**config.mk**
```make
export PLATFORM = sky130hd
export DESIGN_NAME = tcbw_ram
export DESIGN_NICKNAME = d
export VERILOG_FILES = /design/src/sv/text_console_bitplane_writer_defines.svh /design/src/sv/tcbw_ram.sv
export SDC_FILE = /design/constraint.sdc
export NUM_CORES = 2
export LEC_CHECK = 0
export ABC_AREA = 1
export CAP_MARGIN = 30
export CORE_MARGIN = 5
export CORE_UTILIZATION = 45
export CTS_CLUSTER_SIZE = 30
export DETAILED_ROUTE_END_ITERATION = 7
export DONT_BUFFER_PORTS = 1
export PLACE_DENSITY_LB_ADDON = 0.12
export SYNTH_ARGS = -nofsm -noshare
export SYNTH_HDL_FRONTEND = slang
export SYNTH_SLANG_ARGS = --single-unit
```
**constraint.sdc**
```tcl
create_clock -name clk -period 2.7 [get_ports clk]
set_clock_uncertainty 0.15 [all_clocks]
set_input_delay 0.405 -clock clk [delete_from_list [all_inputs] [get_ports clk]]
set_output_delay 0.405 -clock clk [all_outputs]
set_load 0.03 [all_outputs]
```
**src/sv/text_console_bitplane_writer_defines.svh**
```systemverilog
// Assertion macros for the text console bitplane writer.
// Used by files that carry concurrent checks; clk and rst must be in scope.
`ifndef TEXT_CONSOLE_BITPLANE_WRITER_DEFINES_SVH
`define TEXT_CONSOLE_BITPLANE_WRITER_DEFINES_SVH

`ifndef ASSERT_OFF
// Same-cycle implication, disabled during reset
`define TCBW_ASSERT_SAME(label, ante, cons, msg) \
  label: assert property (@(posedge clk) disable iff (rst) (ante) |-> (cons)) else $error(msg);
// Next-cycle implication, disabled during reset
`define TCBW_ASSERT_NEXT(label, ante, cons, msg) \
  label: assert property (@(posedge clk) disable iff (rst) (ante) |=> (cons)) else $error(msg);
`else
`define TCBW_ASSERT_SAME(label, ante, cons, msg)
`define TCBW_ASSERT_NEXT(label, ante, cons, msg)
`endif

`endif

```
**src/sv/tcbw_ram.sv**
```systemverilog
// Generic single-clock RAM: one write port and one registered read port.
// No dependencies.
module tcbw_ram #(
  parameter int WIDTH = 8,
  parameter int DEPTH = 256
) (
  input  logic                     clk,
  input  logic                     we,
  input  logic [$clog2(DEPTH)-1:0] waddr,
  input  logic [WIDTH-1:0]         wdata,
  input  logic                     re,
  input  logic [$clog2(DEPTH)-1:0] raddr,
  output logic [WIDTH-1:0]         rdata
);

  logic [WIDTH-1:0] mem [DEPTH];

  // Write and registered read
  always_ff @(posedge clk) begin
    if (we) begin
      mem[waddr] <= wdata;
    end
    if (re) begin
      rdata <= mem[raddr];
    end
  end

endmodule

```
==> impl_results.md <==
* Status: finished, violations left
* Failing checks: hold timing, slew limit, setup timing
* CP delay by family, top: buffers and inverters
* Slowest-stage cell, CP: dlygate4sd3_1
* Design area at 95800 µm²
* Kind of critical path: input pin to flip-flop
* Via total after detailed routing at 55200
* Netlist cell types at 13
* Largest net degree at the start of global routing at 1026
* Final hold vios at 1936
* Internal Power at 52.7 mW
* Reg2reg start: mem[87][1]
* Worst EP required at 3.28 ns
* FP Rows at 158
* Crit path capture type: flip-flop
* Worst path most repeated cell: nand3_1
* Upper clock frequency limit at 296 MHz
* Net Sw Frac at 0.215
* Share of cells above drive strength 1 at 0.107
* Crit start category: input pin
* Area Overhead vs Synth at 14.7%
* Worst R2R Path Depth at 11
* Synth warn at 0
* Peak supply drop at 630 µV
* DRT antenna net count at 0
* Reg2Reg Setup Slack at 0.23 ns
* DP HPWL at 130000 µm
* Area after DPL at 88500 µm²
* Cells along the critical path: clkinv_16 > buf_8 > buf_16 > buf_12 > nand2_1 > nand3_1 > nand3_1 > nand3_1 > nand3_1 > nand3_1 > nand3_1 > dlygate4sd3_1 > nand2_1 > nand2_1 > nand2_1
* Die Ht at 441 µm
* Fin nets at 7256
* Cell area after synthesis at 83500 µm²
* Global-route wire length before repair at 358000 µm
* Power per cell area at 701 nW/µm²
* Critical path peak fanout at 1025
* WP data arrival at 3.96 ns
* TritonCTS clock tree: done
* GRT Overall Usage at 0.248
* Drt pass-1 iters at 6
* CP Buf/Inv Count at 5
* Reg-to-Reg End: rdata[1]
* Total gr overflow at 0
* Final setup fails at 8
* Initial antenna violation count at 7
* Power Total at 67.1 mW
* Max Root-Sink Buffers at 3
* Pin slew with the least headroom to its limit at 2.60 ns
* Syn avg cell area at 11.9 µm²
* Min Hold Slack at -0.454 ns
* Final slew viol count at 876
* Core Util, Final at 0.518
* PnR worst setup slack at -0.677 ns
* Hold Crit Depth at 0
* Drt total wl at 245000 µm
* Psw at 14.4 mW
* Worst skew pair latency at 0.86 ns
* # hold bufs at CTS at 9
* Reg clk slew, reported paths at 0.06 ns
* DR WL/cell at 24.8 µm
* Min Tclk post-route at 3.38 ns
* Commonest non-fill, non-tap cell in the layout: nand2_1
* Slew headroom at -0.730
* Die width at 441 µm
* H-tree Lvls at 4
* Hold Path Origin: wdata[7]
* Total die area at 194000 µm²
* Drt drc at 0
* Clock share of power at 0.428
* Starting density of the core at 0.451
* Syn Inst Count at 7003
* Most frequent cells in the layout: 2108 x nand2_1, 2056 x edfxtp_1, 2016 x nand3_1
* Period utilization at 1.25
* Placer congestion estimate at 0.847
* Via density at 5.58
* Vias in the first global route at 53000
* Core Footprint at 185000 µm²
* Slowest stage delay, CP at 0.57 ns
* Syn_nets at 7030
* Sequential area share after synthesis at 0.740
* Sequential Power Share at 0.525
* Yosys reg bits at 2056
* HP Class: input pin to flip-flop
* Clock sinks at 2056
* Combinational Power Share at 0.047
* Worst min-delay path endpoint: mem[133][7]
* Max-cap violations at 0
* Setup slack after placement at -0.583 ns
* Lkg Pwr at 33.8 nW
* Initial DRC Count at 6151
* Clk root buf: clkbuf_16
* Ports at 35
* Total CTS buffers at 214
* Buffers on Ports at 0
[cell type report]
type                            count  area, µm²
Antenna cell                        1       2.50
Clock buffer                      277       5660
Clock inverter                    118       1120
Fill cell                       16300      89300
Inverter                           39        209
Multi-Input combinational cell   4425      19200
Sequential cell                  2056      61700
Tap cell                         2480       3100
Timing Repair Buffer              493       4760
[cell usage after synthesis]
cell / count / share of area
inv_2: 2 / 0.000090
buf_4: 46 / 0.0041
buf_8: 1 / 0.00018
nand3_1: 2019 / 0.12
buf_2: 268 / 0.016
buf_6: 16 / 0.0022
buf_1: 40 / 0.0018
nor2_1: 283 / 0.013
clkbuf_1: 112 / 0.0050
edfxtp_1: 2056 / 0.74
nand2_1: 2123 / 0.095
inv_1: 36 / 0.0016
inv_4: 1 / 0.000075
[per-stage QoR]
stage               cells  hold WS [ns]  setup TNS, ns
floorplan            7003         0.354              0
global placement     9465         0.375          -4.19
detailed placement   9465         0.375          -3.46
CTS                  9869        -0.535              0
global route         9889        -0.519         -0.208
finish               9889        -0.454          -4.55
[worst max path at each step]
stage | start | cells past startpoint | slack, ns | endpoint
global placement | raddr[0] | 14 | -0.68 | rdata[4]
detailed placement | raddr[1] | 14 | -0.58 | rdata[5]
finish | raddr[0] | 15 | -0.68 | rdata[1]
CTS | raddr[0] | 14 | 0.03 | rdata[1]
global route | raddr[1] | 15 | -0.12 | rdata[1]
floorplan | we | 4 | 0.65 | mem[162][0]
[cells by family (layout without fill, tap and decap cells)]
group / count (synthesis) / in the layout / synth area share
buf+inv: 522 / 927 / 0.0312
other cells: 0 / 1 / 0
flops: 2056 / 2056 / 0.740
simple gates: 4425 / 4425 / 0.229
[metal layers]
| layer | up-vias | wire length (µm) | GRT usage |
|---|---|---|---|
| met4 | 4 | 8010 | 0.0823 |
| met3 | 376 | 17200 | 0.0394 |
| met2 | 2003 | 114000 | 0.391 |
| met5 | - | 28 | 0 |
| li1 | 25300 | - | - |
| met1 | 27400 | 105000 | 0.354 |
[what timing repair did]
item | CTS | global route
setup buffers | 0 | 13
endpoints found under the hold margin | 2113 | 2048
endpoints found under the setup margin | 0 | 3
resized for setup | 0 | 18
[flip-flops by register name, indices dropped and copies added (netlist names)]
name and cells:
mem 2048, rdata 8
[power groups by stage]
stage          registers, mW  logic, mW  clock network [mW]
3_5_place_dp            35.9       2.93                   0
3_3_place_gp            35.9       2.92                   0
5_1_grt                 35.3       3.35                30.6
4_1_cts                 35.3       2.99                29.2
2_1_floorplan           35.9       2.17                   0
6_report                35.3       3.13                28.7
Power figures use the tool's default switching activity.
