--- src/sv/text_console_bitplane_writer_defines.svh ---
// Assertion macros for the text console bitplane writer.
// Used by files that carry concurrent checks; clk and rst must be in scope.
`ifndef TEXT_CONSOLE_BITPLANE_WRITER_DEFINES_SVH
`define TEXT_CONSOLE_BITPLANE_WRITER_DEFINES_SVH

`ifndef ASSERT_OFF
// Same-cycle implication, disabled during reset
`define TCBW_ASSERT_SAME(label, ante, cons, msg) \
  label: assert property (@(posedge clk) disable iff (rst) (ante) |-> (cons)) else $error(msg);
// Next-cycle implication, disabled during reset
`define TCBW_ASSERT_NEXT(label, ante, cons, msg) \
  label: assert property (@(posedge clk) disable iff (rst) (ante) |=> (cons)) else $error(msg);
`else
`define TCBW_ASSERT_SAME(label, ante, cons, msg)
`define TCBW_ASSERT_NEXT(label, ante, cons, msg)
`endif

`endif

--- src/sv/tcbw_pkg.sv ---
// Shared types, constants and helper functions for the text console writer.
// No dependencies; imported by the sequencer and the top level.
package tcbw_pkg;

  // Geometry of the framebuffer, text grid and glyph store
  localparam int FRAME_BYTES = 16640;
  localparam int LINE_BYTES  = 80;
  localparam int TEXT_ROWS   = 25;
  localparam int GLYPH_BYTES = 1792;
  localparam int PAUSE_EVERY = 25;
  localparam int TALLY_RESET = 24;
  localparam int GLYPH_LINES = 8;

  localparam int FRAME_AW = $clog2(FRAME_BYTES);
  localparam int GLYPH_AW = $clog2(GLYPH_BYTES);
  localparam int COL_W    = 7;
  localparam int ROW_W    = 5;
  localparam int TALLY_W  = 5;
  localparam int STEP_W   = $clog2(GLYPH_LINES);

  // One text row is eight pixel lines
  localparam int CELL_SHIFT   = GLYPH_LINES * LINE_BYTES;
  localparam int SCROLL_COUNT = (TEXT_ROWS * CELL_SHIFT < FRAME_BYTES - CELL_SHIFT) ?
                                TEXT_ROWS * CELL_SHIFT : FRAME_BYTES - CELL_SHIFT;

  // Request codes
  localparam logic [1:0] REQ_PUT   = 2'd0;
  localparam logic [1:0] REQ_READ  = 2'd1;
  localparam logic [1:0] REQ_CLICK = 2'd2;
  localparam logic [1:0] REQ_GLYPH = 2'd3;

  // Character codes
  localparam logic [7:0] CHAR_NEWLINE = 8'd10;
  localparam logic [7:0] CHAR_FIRST   = 8'd32;

  typedef struct packed {
    logic [1:0]  req_type;
    logic [7:0]  char_code;
    logic [14:0] address;
    logic [7:0]  write_data;
  } in_item_t;

  typedef struct packed {
    logic [7:0]       read_data;
    logic [COL_W-1:0] cursor_col;
    logic [ROW_W-1:0] cursor_row;
    logic             paused;
    logic             rejected;
  } out_item_t;

  // Frame memory access from the sequencer
  typedef struct packed {
    logic                we;
    logic [FRAME_AW-1:0] waddr;
    logic [7:0]          wdata;
    logic                re;
    logic [FRAME_AW-1:0] raddr;
  } frame_port_t;

  // Glyph memory access from the sequencer
  typedef struct packed {
    logic                we;
    logic [GLYPH_AW-1:0] waddr;
    logic [7:0]          wdata;
    logic                re;
    logic [GLYPH_AW-1:0] raddr;
  } glyph_port_t;

  // Cursor state after a put-character
  typedef struct packed {
    logic [COL_W-1:0]   col;
    logic [ROW_W-1:0]   row;
    logic [TALLY_W-1:0] tally;
    logic               pause;
    logic               scroll;
  } cursor_upd_t;

  // Advance the cursor for one character and decide on scroll or pause
  function automatic cursor_upd_t put_advance(logic [COL_W-1:0] col, logic [ROW_W-1:0] row,
                                              logic [TALLY_W-1:0] tally, logic [7:0] code);
    cursor_upd_t      u;
    logic [COL_W:0]   c1;
    logic [ROW_W:0]   r1;
    logic [TALLY_W-1:0] t1;
    c1 = {1'b0, col} + 1'b1;
    r1 = {1'b0, row};
    if (code == CHAR_NEWLINE) begin
      r1 = r1 + 1'b1;
      c1 = '0;
    end else if (c1 >= LINE_BYTES) begin
      r1 = r1 + 1'b1;
      c1 = '0;
    end
    u.col    = c1[COL_W-1:0];
    u.row    = r1[ROW_W-1:0];
    u.tally  = tally;
    u.pause  = 1'b0;
    u.scroll = 1'b0;
    if (r1 >= TEXT_ROWS) begin
      t1 = tally + 1'b1;
      u.tally = t1;
      if (t1 >= PAUSE_EVERY) begin
        u.row   = ROW_W'(TEXT_ROWS);
        u.pause = 1'b1;
      end else begin
        u.row    = ROW_W'(TEXT_ROWS - 1);
        u.scroll = 1'b1;
      end
    end
    return u;
  endfunction

  // Frame address of the top pixel line of a text cell
  function automatic logic [FRAME_AW-1:0] cell_base(logic [ROW_W-1:0] row,
                                                    logic [COL_W-1:0] col);
    return FRAME_AW'(row * CELL_SHIFT) + FRAME_AW'(col);
  endfunction

  // Glyph store index of the first byte of a character
  function automatic logic [GLYPH_AW-1:0] glyph_base(logic [7:0] code);
    logic [7:0] rel;
    rel = code - CHAR_FIRST;
    return GLYPH_AW'({rel, 3'b000});
  endfunction

endpackage

--- src/sv/tcbw_seq.sv ---
// Sequencer of the text console writer: cursor state and the read/modify/write
// passes over the frame and glyph memories. Depends on tcbw_pkg.
module tcbw_seq (
  input  logic                  clk,
  input  logic                  rst,
  input  logic                  in_valid,
  output logic                  in_ready,
  input  tcbw_pkg::in_item_t    in_data,
  output logic                  res_valid,
  input  logic                  res_take,
  output tcbw_pkg::out_item_t   res,
  output tcbw_pkg::frame_port_t frame_port,
  input  logic [7:0]            frame_rdata,
  output tcbw_pkg::glyph_port_t glyph_port,
  input  logic [7:0]            glyph_rdata
);
  import tcbw_pkg::*;

  localparam logic [2:0] S_CLEAR  = 3'd0;
  localparam logic [2:0] S_IDLE   = 3'd1;
  localparam logic [2:0] S_DRAW   = 3'd2;
  localparam logic [2:0] S_FLUSH  = 3'd3;
  localparam logic [2:0] S_SCROLL = 3'd4;
  localparam logic [2:0] S_RDWAIT = 3'd5;
  localparam logic [2:0] S_DONE   = 3'd6;

  logic [2:0]          state;
  logic [FRAME_AW-1:0] sweep;
  logic [STEP_W-1:0]   step;
  logic [COL_W-1:0]    col;
  logic [ROW_W-1:0]    row;
  logic [TALLY_W-1:0]  tally;
  logic                wait_q;
  logic                scroll_pend;
  logic [GLYPH_AW-1:0] glyph_addr;
  logic [FRAME_AW-1:0] draw_addr;
  logic                wpend;
  logic                wpend_glyph;
  logic [FRAME_AW-1:0] wpend_addr;
  logic [7:0]          rd_q;
  logic                rej_q;
  logic                accept;
  logic                drawn;
  cursor_upd_t         upd;

  assign in_ready  = (state == S_IDLE);
  assign accept    = in_valid && in_ready;
  assign res_valid = (state == S_DONE);
  assign drawn     = (in_data.char_code >= CHAR_FIRST);
  assign upd       = put_advance(col, row, tally, in_data.char_code);

  // Result fields straight from the state registers
  always_comb begin
    res.read_data  = rd_q;
    res.cursor_col = col;
    res.cursor_row = row;
    res.paused     = wait_q;
    res.rejected   = rej_q;
  end

  // Frame memory: clearing sweep, delayed write-back, reads for items and scroll
  always_comb begin
    frame_port.we    = 1'b0;
    frame_port.waddr = wpend_addr;
    frame_port.wdata = wpend_glyph ? glyph_rdata : frame_rdata;
    frame_port.re    = 1'b0;
    frame_port.raddr = in_data.address;
    if (state == S_CLEAR) begin
      frame_port.we    = 1'b1;
      frame_port.waddr = sweep;
      frame_port.wdata = '0;
    end else if (wpend) begin
      frame_port.we = 1'b1;
    end
    if (state == S_SCROLL) begin
      frame_port.re    = 1'b1;
      frame_port.raddr = sweep + FRAME_AW'(CELL_SHIFT);
    end else if (accept && in_data.req_type == REQ_READ && in_data.address < FRAME_BYTES) begin
      frame_port.re = 1'b1;
    end
  end

  // Glyph memory: writes from items, reads while drawing
  always_comb begin
    glyph_port.we    = accept && in_data.req_type == REQ_GLYPH &&
                       in_data.address < GLYPH_BYTES;
    glyph_port.waddr = in_data.address[GLYPH_AW-1:0];
    glyph_port.wdata = in_data.write_data;
    glyph_port.re    = (state == S_DRAW);
    glyph_port.raddr = glyph_addr;
  end

  // Sequence one item at a time
  always_ff @(posedge clk) begin
    if (rst) begin
      state       <= S_CLEAR;
      sweep       <= '0;
      col         <= '0;
      row         <= '0;
      tally       <= TALLY_W'(TALLY_RESET);
      wait_q      <= 1'b0;
      scroll_pend <= 1'b0;
      wpend       <= 1'b0;
    end else begin
      wpend <= 1'b0;
      case (state)
        S_CLEAR: begin
          if (sweep == FRAME_AW'(FRAME_BYTES - 1)) begin
            sweep <= '0;
            state <= S_IDLE;
          end else begin
            sweep <= sweep + 1'b1;
          end
        end
        S_IDLE: begin
          if (accept) begin
            rd_q  <= '0;
            rej_q <= 1'b0;
            case (in_data.req_type)
              REQ_PUT: begin
                if (wait_q) begin
                  rej_q <= 1'b1;
                  state <= S_DONE;
                end else begin
                  col         <= upd.col;
                  row         <= upd.row;
                  tally       <= upd.tally;
                  wait_q      <= upd.pause;
                  scroll_pend <= upd.scroll && drawn;
                  glyph_addr  <= glyph_base(in_data.char_code);
                  draw_addr   <= cell_base(row, col);
                  step        <= '0;
                  if (drawn) begin
                    state <= S_DRAW;
                  end else if (upd.scroll) begin
                    state <= S_SCROLL;
                  end else begin
                    state <= S_DONE;
                  end
                end
              end
              REQ_READ: begin
                state <= (in_data.address < FRAME_BYTES) ? S_RDWAIT : S_DONE;
              end
              REQ_CLICK: begin
                if (wait_q) begin
                  tally  <= '0;
                  row    <= ROW_W'(TEXT_ROWS - 1);
                  wait_q <= 1'b0;
                  state  <= S_SCROLL;
                end else begin
                  state <= S_DONE;
                end
              end
              default: begin
                state <= S_DONE;
              end
            endcase
          end
        end
        S_DRAW: begin
          // Read one glyph byte; write it to the cell on the next cycle
          wpend       <= 1'b1;
          wpend_glyph <= 1'b1;
          wpend_addr  <= draw_addr;
          draw_addr   <= draw_addr + FRAME_AW'(LINE_BYTES);
          glyph_addr  <= glyph_addr + 1'b1;
          step        <= step + 1'b1;
          if (step == STEP_W'(GLYPH_LINES - 1)) begin
            state <= S_FLUSH;
          end
        end
        S_FLUSH: begin
          if (scroll_pend) begin
            scroll_pend <= 1'b0;
            state       <= S_SCROLL;
          end else begin
            state <= S_DONE;
          end
        end
        S_SCROLL: begin
          // Read one row of text ahead; write the byte back on the next cycle
          wpend       <= 1'b1;
          wpend_glyph <= 1'b0;
          wpend_addr  <= sweep;
          if (sweep == FRAME_AW'(SCROLL_COUNT - 1)) begin
            sweep <= '0;
            state <= S_FLUSH;
          end else begin
            sweep <= sweep + 1'b1;
          end
        end
        S_RDWAIT: begin
          rd_q  <= frame_rdata;
          state <= S_DONE;
        end
        S_DONE: begin
          if (res_take) begin
            state <= S_IDLE;
          end
        end
        default: begin
          state <= S_IDLE;
        end
      endcase
    end
  end

endmodule

--- config.mk ---
export PLATFORM = sky130hd
export DESIGN_NAME = tcbw_seq
export DESIGN_NICKNAME = d
export VERILOG_FILES = /design/src/sv/text_console_bitplane_writer_defines.svh /design/src/sv/tcbw_pkg.sv /design/src/sv/tcbw_seq.sv
export SDC_FILE = /design/constraint.sdc
export NUM_CORES = 1
export LEC_CHECK = 0
export ABC_AREA = 1
export CORE_MARGIN = 1.5
export CORE_UTILIZATION = 66
export CTS_BUF_LIST = sky130_fd_sc_hd__clkbuf_8
export DETAILED_ROUTE_END_ITERATION = 12
export DONT_BUFFER_PORTS = 1
export GPL_TIMING_DRIVEN = 0
export PLACE_DENSITY = 0.92
export RECOVER_POWER = 100
export SYNTH_ARGS = -nofsm -noshare
export SYNTH_HDL_FRONTEND = slang
export SYNTH_SLANG_ARGS = --single-unit
--- constraint.sdc ---
create_clock -name clk -period 4.4 [get_ports clk]
set_clock_uncertainty 0.1 [all_clocks]
set_input_delay 1.1 -clock clk [delete_from_list [all_inputs] [get_ports clk]]
set_output_delay 1.1 -clock clk [all_outputs]
set_load 0.005 [all_outputs]
==> qor.csv <==
stage,metric,value,unit
status,status,finished with violations,
status,failing checks,"max-capacitance violations, max-slew violations",
worst_setup_path,"slowest stage delay, CP",0.45,ns
yosys,top-area cell type share of the netlist area,28.69,%
global_route,number of global-route vias before repair,4598,
drt,Detail Route Antenna Nets,0,
power_and_ir_drop,worst IR drop on VDD,149.1,uV
yosys,"Net Count, Synth",824,
placement,Placement Cell Area,5814,um^2
die,cell row count,33,
global_route,GRT Overall Usage,30.25,%
finish,Layout Cells excl Fill,870,
finish,fraction of layout cells with a size suffix above 1,6.405,%
worst_setup_path,crit end category,output port,
placement,post-DP HPWL,10600,um
worst_setup_path,CP max FO,10,
clock_tree,Clock Path Buffers,2,
finish,antenna diode count,0,
drt,drt first pass iters,5,
worst_setup_path,cell family with most CP delay,simple AND/OR/NAND/NOR gates,
die,CORE AREA,8258,um^2
yosys,part of the Yosys area used for sequential elements,42.15,%
worst_setup_path,crit-path cells,nor2_1 -> inv_1 -> nor2_1 -> clkbuf_1 -> nand2_1 -> o211ai_1,
yosys,Synth area leader,edfxtp_1,
clock_tree,Hold Buf Count CTS,0,
power_and_ir_drop,Pleak,2.565,nW
die,full die area,9127,um^2
yosys,main flop type after synthesis,edfxtp_1,
drt,Post-Route WL,13850,um
clock_tree,clock slew at reported path FFs,0.09,ns
worst_setup_path,"slowest stage cell, crit path",clkbuf_1,
yosys,ys async rst share,0,%
sta,worst slew pin tran,1.846,ns
worst_setup_path,Bufs and invs on worst path,2,
drt,total number of vias,5080,
drt,Routed WL per cell,15.92,um
clock_tree,TritonCTS clock tree,built,
clock_tree,Post-CTS Setup Inserts,0,
drt,Via density,5.839,
sta,max-slew violations,28,
die,initial cell density of the core,68.44,%
sta,final setup vio count,0,
die,Die W,95.54,um
global_route,first-pass GRT wire length,21330,um
sta,RSZ-0062 raised after global routing,false,
sta,Worst Hold Margin,0.3814,ns
sta,final setup TNS,0,ns
yosys,Cells after Synth,748,
sta,Max Clk Rate,259.6,MHz
placement,port bufs,0,
yosys,syn_area_per_cell,7.556,um^2
yosys,"top cells by area, synth","edfxtp_1 (29%), dfxtp_1 (13%), nand2_1 (12%)",
yosys,Yosys warning count,0,
yosys,register bit total from synthesis,92,
die,die height,95.54,um
worst_setup_path,CP Launch Type,flop,
clock_tree,clk_lat worst skew,0.37,ns
power_and_ir_drop,Tot Pwr,1.558,mW
sta,slew margin rel.,-23.81,%
clock_tree,CTS Buf Count,9,
placement,RePlAce Congestion,1.017,
finish,"commonest non-fill, non-tap cell in the layout",nand2_1,
yosys,Post-synth EDFFs,54,
global_route,total grt overflow,0,
clock_tree,H-tree levels,3,
power_and_ir_drop,Pwr Density,262.6,nW/um^2
worst_setup_path,CP Data Required Time,3.20,ns
sta,Fin. Hold Viols,0,
finish,Layout Nets,836,
job,Max-cap violations,2,
placement,Post-Place Cells,854,
worst_setup_path,most frequent CP cell,nor2_1,
finish,Final Cell Area,5931,um^2
finish,Area growth syn-to-layout,4.937,%
clock_tree,CTS sink cnt,92,
sta,period utilization,87.54,%
global_route,pin count of the biggest net entering global routing,17,
clock_tree,CTS resizes,0,
drt,drt drc,0,
die,# IOs,149,
global_route,initial antenna violation count,0,
sta,post-route minimum period,3.852,ns
clock_tree,CTS root buf,clkbuf_8,
finish,most frequent cells in the layout,"nand2_1 (185), inv_1 (99), nor2_1 (83), o21ai_0 (55), edfxtp_1 (54)",
worst_setup_path,Worst Path Arrival,2.65,ns
yosys,mapped cell area,5652,um^2
worst_setup_path,Crit Path Category,flop to output port,
yosys,Netlist cell types,44,
drt,1st-iter DRT viols,441,
worst_hold_path,Hold/Removal Path Class,flop to flop,
[kinds of logic after synthesis]
kind of cell	Yosys count	share of synthesized area (%)
xor+xnor	20	3.099
fa+ha+maj	23	5.225
flops	92	42.15
compound gates	115	11.69
buf+inv	149	11.31
simple gates	349	26.52
[per-layer routing]
metal	up-vias	global-route usage (%)	wire [um]
li1	2453	-	-
met1	2344	35.75	5294
met2	245	51.70	6867
met3	38	6.140	1182
met4	0	15.56	503
met5	-	0	0
[power breakdown]
group	switching (mW)	internal, mW
Sequential	0.00330	0.904
Combinational	0.0366	0.0248
Clock	0.321	0.268
Total	0.361	1.20
[cells in the mapped netlist, drive strengths merged (3+ instances only)]
library cell,instances
a211oi,5
ha,22
nor4,7
clkbuf,17
inv,109
o31ai,5
nor2,84
edfxtp,54
nand2,186
xor2,17
buf,23
xnor2,3
nand4,8
a21oi,27
nor3,26
or2,4
o21ai,61
o211ai,7
dfxtp,38
nand3,31
[flip-flops by register name, summed over array words and instances, names as in the netlist]
| name | cells |
|---|---|
| glyph_addr | 11 |
| rd_q | 8 |
| step | 3 |
| wpend_addr | 15 |
| scroll_pend | 1 |
| sweep | 15 |
| draw_addr | 15 |
| wpend | 1 |
| wait_q | 1 |
| col | 7 |
| state | 3 |
| rej_q | 1 |
| row | 5 |
| tally | 5 |
| wpend_glyph | 1 |
[path summary, 6_finish.rpt]
path                            start                  endpoint  slack (ns)  depth (start not counted)
max             state[0]$_SDFFE_PP0P_            frame_port[14]        0.55                          6
min          scroll_pend$_SDFFE_PP0P_  scroll_pend$_SDFFE_PP0P_        0.38                          2
max reg2reg     state[2]$_SDFFE_PP0P_   draw_addr[14]$_DFFE_PP_        0.59                          6
min reg2reg  scroll_pend$_SDFFE_PP0P_  scroll_pend$_SDFFE_PP0P_        0.38                          2
[stage by stage]
| step | utilization, % | setup WS (ns) |
|---|---|---|
| 2_1_floorplan | - | 0.3143 |
| 3_3_place_gp | 70.03 | -0.5196 |
| 3_5_place_dp | 70.41 | 1.279 |
| 4_1_cts | 72.83 | 0.8550 |
| 5_1_grt | 71.82 | 0.3305 |
| 6_report | 71.82 | 0.5484 |
[layout make-up]
cell class	count	area, um^2
clock inverters	7	76.32
clock buffers	9	123.9
flip-flops and latches	92	2382
plain buffers	40	221.5
well taps	105	131.4
repair buffers	1	15.01
fillers	620	2327
inverters	109	409.1
multi-input cells	507	2571
[worst reg2reg max path, cell delays in order (launching register included)]
cell	delay, ns
dfxtp_1	0.31
clkbuf_1	0.18
nor3_1	0.54
inv_1	0.26
clkbuf_1	0.32
a211oi_1	1.53
buf_8	0.28
Power figures use the tool's default switching activity.
